<file path="config.mk">
export PLATFORM = sky130hd
export DESIGN_NAME = qtl_arith
export DESIGN_NICKNAME = d
export VERILOG_FILES = /design/src/rtl/qtl_pkg.sv /design/src/rtl/qtl_arith.sv
export SDC_FILE = /design/constraint.sdc
export NUM_CORES = 2
export LEC_CHECK = 0
export ABC_AREA = 1
export BUFFER_PORTS_ARGS = -buffer_cell sky130_fd_sc_hd__buf_2
export CORE_MARGIN = 10
export CORE_UTILIZATION = 46
export CTS_BUF_LIST = sky130_fd_sc_hd__clkbuf_8
export DETAILED_ROUTE_END_ITERATION = 16
export GPL_TIMING_DRIVEN = 0
export PLACE_DENSITY = 0.67
export SYNTH_ARGS = -nofsm -noshare
export SYNTH_HDL_FRONTEND = slang
export SYNTH_SLANG_ARGS = --single-unit
</file>
<file path="constraint.sdc">
create_clock -name clk -period 19.6 [get_ports clk]
set_clock_uncertainty 0.05 [all_clocks]
set_input_delay 2.94 -clock clk [delete_from_list [all_inputs] [get_ports clk]]
set_output_delay 2.94 -clock clk [all_outputs]
set_load 0.02 [all_outputs]
</file>
<file path="src/rtl/qtl_pkg.sv">
// ----------------------------------------------------------------------------
// qtl_pkg
// Shared types and constants of the tabular Q-learning engine.
// ----------------------------------------------------------------------------
`default_nettype none

package qtl_pkg;

  // field widths fixed by the item format
  localparam int STATE_W = 10;
  localparam int MOVE_W  = 3;
  localparam int VALUE_W = 32;
  localparam int FRAC_W  = 16;
  localparam int COUNT_W = 4;

  // configuration port
  localparam int CFG_IW = 2;
  localparam int CFG_DW = 16;

  localparam logic [CFG_IW-1:0] REG_DISCOUNT    = 2'd0;
  localparam logic [CFG_IW-1:0] REG_EXPLORATION = 2'd1;
  localparam logic [CFG_IW-1:0] REG_MOVE_COUNT  = 2'd2;

  localparam logic [FRAC_W-1:0]  DISCOUNT_RST    = 16'd58982;
  localparam logic [FRAC_W-1:0]  EXPLORATION_RST = 16'd6554;
  localparam logic [COUNT_W-1:0] MOVE_COUNT_RST  = 4'd4;

  // operation codes
  localparam logic ACT_CHOOSE = 1'b0;
  localparam logic ACT_UPDATE = 1'b1;

  // reduction step counter width (wide enough for the reduction steps of a 10-bit index)
  localparam int RED_KW = 4;

  typedef struct packed {
    logic                      action;
    logic [STATE_W-1:0]        current_state;
    logic [STATE_W-1:0]        next_state;
    logic [MOVE_W-1:0]         move;
    logic signed [VALUE_W-1:0] reward;
    logic [FRAC_W-1:0]         learning_rate;
    logic [FRAC_W-1:0]         random_fraction;
    logic [MOVE_W-1:0]         random_move;
  } qtl_in_t;

  typedef struct packed {
    logic [MOVE_W-1:0]         chosen_move;
    logic                      explored;
    logic signed [VALUE_W-1:0] new_value;
  } qtl_out_t;

  typedef enum logic [3:0] {
    ST_CLEAR,
    ST_IDLE,
    ST_REDUCE,
    ST_SCAN,
    ST_SCAN_LAST,
    ST_MUL,
    ST_TARGET,
    ST_DIFF,
    ST_SCALE,
    ST_SAT,
    ST_WRITE,
    ST_DONE
  } qtl_state_t;

  // step enables of the update datapath
  typedef struct packed {
    logic load_q;
    logic load_t;
    logic load_d;
    logic load_p;
    logic load_n;
  } qtl_arith_ctl_t;

endpackage

`default_nettype wire

</file>
<file path="src/rtl/qtl_arith.sv">
// ----------------------------------------------------------------------------
// qtl_arith
// Update datapath: discounted target, difference, scaling by the learning
// rate with round half up, and saturating sum with the old entry.
// ----------------------------------------------------------------------------
`default_nettype none

module qtl_arith (
  input  wire logic                                clk,
  input  wire qtl_pkg::qtl_arith_ctl_t             ctl,
  input  wire logic [qtl_pkg::FRAC_W-1:0]          discount,
  input  wire logic [qtl_pkg::FRAC_W-1:0]          alpha,
  input  wire logic signed [qtl_pkg::VALUE_W-1:0]  best,
  input  wire logic signed [qtl_pkg::VALUE_W-1:0]  reward,
  input  wire logic [qtl_pkg::VALUE_W-1:0]         old_value,
  output      logic signed [qtl_pkg::VALUE_W-1:0]  nv
);

  localparam logic signed [48:0] HALF_G = 49'sd32768;
  localparam logic signed [51:0] HALF_A = 52'sd32768;

  logic signed [qtl_pkg::VALUE_W-1:0] curq;
  logic signed [48:0] pg;
  logic signed [33:0] target;
  logic signed [34:0] diff;
  logic signed [51:0] pa;

  logic signed [16:0] disc_s;
  logic signed [16:0] alpha_s;
  logic signed [48:0] pg_rnd;
  logic signed [51:0] pa_rnd;
  logic signed [36:0] sum;

  assign disc_s  = $signed({1'b0, discount});
  assign alpha_s = $signed({1'b0, alpha});

  // floor shifts after adding one half
  assign pg_rnd = (pg + HALF_G) >>> 16;
  assign pa_rnd = (pa + HALF_A) >>> 16;
  assign sum    = 37'(curq) + 37'($signed(pa_rnd[35:0]));

  // one step per enable, register after each multiply
  always_ff @(posedge clk) begin
    if (ctl.load_q) begin
      curq <= $signed(old_value);
      pg   <= 49'(disc_s) * 49'(best);
    end
    if (ctl.load_t) begin
      target <= 34'(reward) + 34'($signed(pg_rnd[32:0]));
    end
    if (ctl.load_d) begin
      diff <= 35'(target) - 35'(curq);
    end
    if (ctl.load_p) begin
      pa <= 52'(alpha_s) * 52'(diff);
    end
    if (ctl.load_n) begin
      if (sum > 37'sh0_7FFF_FFFF) begin
        nv <= 32'sh7FFF_FFFF;
      end else if (sum < -37'sh0_8000_0000) begin
        nv <= 32'sh8000_0000;
      end else begin
        nv <= sum[31:0];
      end
    end
  end

endmodule

`default_nettype wire

</file>
Word-level counts from Yosys, hierarchy flattened
Index checks and enable logic that the tools add are counted.
- bits in registers: 234
- input bits: 134
- multipliers: 2
- multiplexer cells: 1
- magnitude comparators: 2
- add/sub/neg operators: 5
- operators with widths (kind ; number):
    $add 52x17->52 const B ; 1
    $mul 17x35->52 ; 1
    $add 49x17->49 const B ; 1
    $mul 17x32->49 ; 1
    $add 32x36->37 ; 1
    $gt 37x32->1 const B ; 1
    $lt 37x32->1 const B ; 1
    $sub 34x32->35 ; 1
    $add 32x33->34 ; 1
    $mux 32 ; 1

Longest topological paths before layout
- depth after elaboration: 4
- gate-level depth with buffers: 31
- depth with buffers taken out: 29

Worst setup path after synthesis
No wires, ideal clock.
- path type: input -> register
- start point: input port alpha[6] in the netlist's numbering
- end point: register pa[49] (data pin)
- buffers on the path: 2
- library setup time: 0.265 ns
- data required time: 19.285 ns
- stages: 19
- arrival time: 8.170 ns
- slack: 11.114 ns
- path through: clkbuf_1 > clkbuf_1 > nand2_1 > fa_1 > inv_1 > fa_1 > fa_1 > fa_1 > fa_1 > inv_1 > fa_1 > inv_1 > ha_1 > nand2_1 > nor2_1 > nand4_1 > or2_2 > o21ai_0 > xor2_1
- word-level cells in the longest chain between the ends: 1
- RTL lines (what ; line ; text):
    from (decl) ; qtl_arith.sv:12 ; input wire logic [qtl_pkg::FRAC_W-1:0] alpha,
    $mul 17x35->52 ; qtl_arith.sv:55 ; pa <= 52'(alpha_s) * 52'(diff);
    to (signal assigned) ; qtl_arith.sv:55 ;
    to (decl) ; qtl_arith.sv:26 ; logic signed [51:0] pa;
Every way passes these cells.
A chain may end at the register's enable or synchronous reset.

Worst setup path after layout
- start point: input port alpha[6] in the netlist's numbering
- end point: register pa[48] (data pin)
The elaborated chain is that of the path after synthesis.

==> results.json <==
{
  "status": "complete, no violations",
  "path_clk_slew_ns": 0.07,
  "num-fill-cells": 11360,
  "grt_pass1_wl_um": 259000,
  "yosysUniqueCellTypes": 52,
  "synth_top_area_cell": "fa_1",
  "dieArea_sq_um": 129000,
  "grt.met2_usage_pct": 43.7,
  "worstSkewPairLatency_ns": 0.56,
  "synth_common_cells": "inv_1, nand2_1, fa_1",
  "crit_slowest_cell": "clkbuf_1",
  "tritoncts": "done",
  "cts_buffers": 35,
  "wl_per_cell_um": 19.6,
  "crit_required_ns": 19.87,
  "syn-num-nets": 8285,
  "clock_sinks": 204,
  "met1_usage_pct": 31.0,
  "grt_max_degree": 67,
  "critical_path.cell_chain": "clkbuf_1 > clkbuf_1 > nand2_1 > fa_1 > inv_1 > fa_1 > fa_1 > fa_1 > fa_1 > inv_1 > fa_1 > inv_1 > ha_1 > nand2_1 > nor2_1 > nand2_1 > nor2_1 > inv_1 > or2_2 > nand3_1 > xor2_1",
  "nets": 8441,
  "hold_path.class": "flip-flop to flip-flop",
  "holdWs_ns": 0.676,
  "layout-drive-gt1-share_pct": 3.04,
  "path_class": "primary input to flip-flop",
  "synth_most_common_cell": "inv_1",
  "synth_edf_count": 204,
  "fin_crit_sh_pct": 49.6,
  "slew_viol_final": 0,
  "grt_busiest_layer": "met2",
  "vias_per_cell": 5.12,
  "critPathMaxStageDelay_ns": 0.91,
  "initial_core_util_pct": 46.4,
  "routed_wl_um": 166000,
  "syn_area_sq_um": 53000,
  "ios": 166,
  "cts.path.max_buffers": 3,
  "hpwl_um": 143000,
  "synthCells": 6791,
  "place_ws_ns": 9.37,
  "grt_usage_pct": 25.6,
  "synth.area.top_cells": "fa_1, inv_1, nand2_1",
  "area.growth.synth_to_final_pct": 6.13,
  "final-hold-violation-count": 0,
  "port_buffers": 119,
  "yosysTopAreaCellShare_pct": 38.5,
  "antenna_found_initial": 12,
  "htreeDepth": 2,
  "fin_crit_ns": 9.72,
  "cts_resized": 0,
  "drv_cap": 0,
  "grt_pass1_vias": 46029,
  "finalWeightedCongestion": 0.988,
  "cts_setup_buffers": 0,
  "worstMarginPinSlew_ns": 1.14,
  "async_flop_share_pct": 0,
  "yosysWarnings": 0,
  "hold_buffers": 0,
  "rsz0062_at_grt": "false",
  "ys_ff_latch": 204,
  "die_w_um": 360,
  "gr-usage-met3_pct": 3.82,
  "drtIter0Drc": 3371,
  "path_common_cell": "fa_1",
  "first_pass_iters": 5,
  "cts_root_buf": "clkbuf_8",
  "syn_area_per_cell_sq_um": 7.81,
  "fp.dieH_um": 360,
  "crit_path_max_fanout": 10,
  "final.setup.tns_ns": 0,
  "core_sq_um": 114000,
  "setup-violations-final": 0,
  "ant_nets": 0,
  "fmax_ghz": 0.103,
  "slew_headroom_pct": 24.2,
  "end_kind": "flip-flop",
  "vias": 43479,
  "drc": 0,
  "critPathArrivalTime_ns": 9.99,
  "overflow": 0,
  "layout_setup_ws_ns": 9.88,
  "startpoint_type": "primary input",
  "yosys_most_used_dff": "edfxtp_1",
  "ys_seq_area_share_pct": 11.5,
  "placementRows": 124
}
## state kept, by name, summed over array words and instances (netlist names)
register / count
target: 34
nv: 32
pa: 37
diff: 35
pg: 34
curq: 32
## path summary, 6_finish.rpt
check,startpoint,cells after the start,to,slack (ns)
hold / removal,pg[16],2,target[0],0.68
setup / recovery,alpha[6],21,pa[48],9.88
hold reg to reg,pg[16],2,target[0],0.68
setup reg to reg,diff[14],20,pa[41],12.28
## cell type report
class	instances	area, sq um	area share, %
Multi-Input combinational cell	4391	38600	68.6
Sequential cell	204	6130	10.9
Antenna cell	5	12.5	0.0222
Timing Repair Buffer	119	598	1.06
Tap cell	1512	1890	3.36
Clock buffer	35	482	0.856
Buffer	248	976	1.73
Inverter	1948	7310	13.0
Clock inverter	27	269	0.478
## layout by cell type, fill, tap and decap left out, types with 8 or more instances in the layout
master and instances:
and3_1 8, inv_1 1954, nand2_1 1750, nand3_1 115, nor2_1 292, nand4_1 33
buf_2 118, a21o_1 21, nor4_1 21, a31oi_1 27, clkbuf_1 241, o21bai_1 25
ha_1 341, a21oi_1 244, nor3_1 54, xnor2_1 62, clkbuf_8 35, o21a_1 15
a21boi_0 8, o21ai_0 119, xor2_1 159, edfxtp_1 204, nand2_2 10, fa_1 1019
## routing by layer
layer | up-vias | part of all wire, % | wire (um)
li1 | 20080 | - | -
met1 | 21122 | 38 | 63200
met2 | 1827 | 48 | 79100
met3 | 444 | 7.8 | 12900
met4 | 6 | 6.6 | 11000
met5 | - | 0.025 | 41
## through the flow
step / util [%] / area, sq um / std cells
global placement: 48.6 / 55500 / 8422
CTS: 49.2 / 56300 / 8484
finish: 49.2 / 56300 / 8489
floorplan: - / 53000 / 6791
detailed placement: 48.6 / 55500 / 8422
global route: 49.2 / 56300 / 8485
## logic make-up (layout without fill, tap and decap cells)
kind of cell    count (synthesis)  count (layout)  synth area share (%)
flops                         204             204                  11.5
fa+ha+maj                    1360            1360                  46.5
compound gates                499             499                  5.33
buf+inv                      2196            2377                  15.6
other cells                     0               5                     0
simple gates                 2311            2311                  17.4
xor+xnor                      221             221                  3.65
## critical path: cells and delay by family
| family | cells | cell delay [ns] |
|---|---|---|
| xor+xnor | 1 | 0.08 |
| fa+ha+maj | 7 | 3.98 |
| buf+inv | 6 | 1.63 |
| simple gates | 7 | 1.34 |
Power is left out: the tool's default activity adds up to more than one toggle a clock period on the data nets, which glitch-free logic cannot reach.
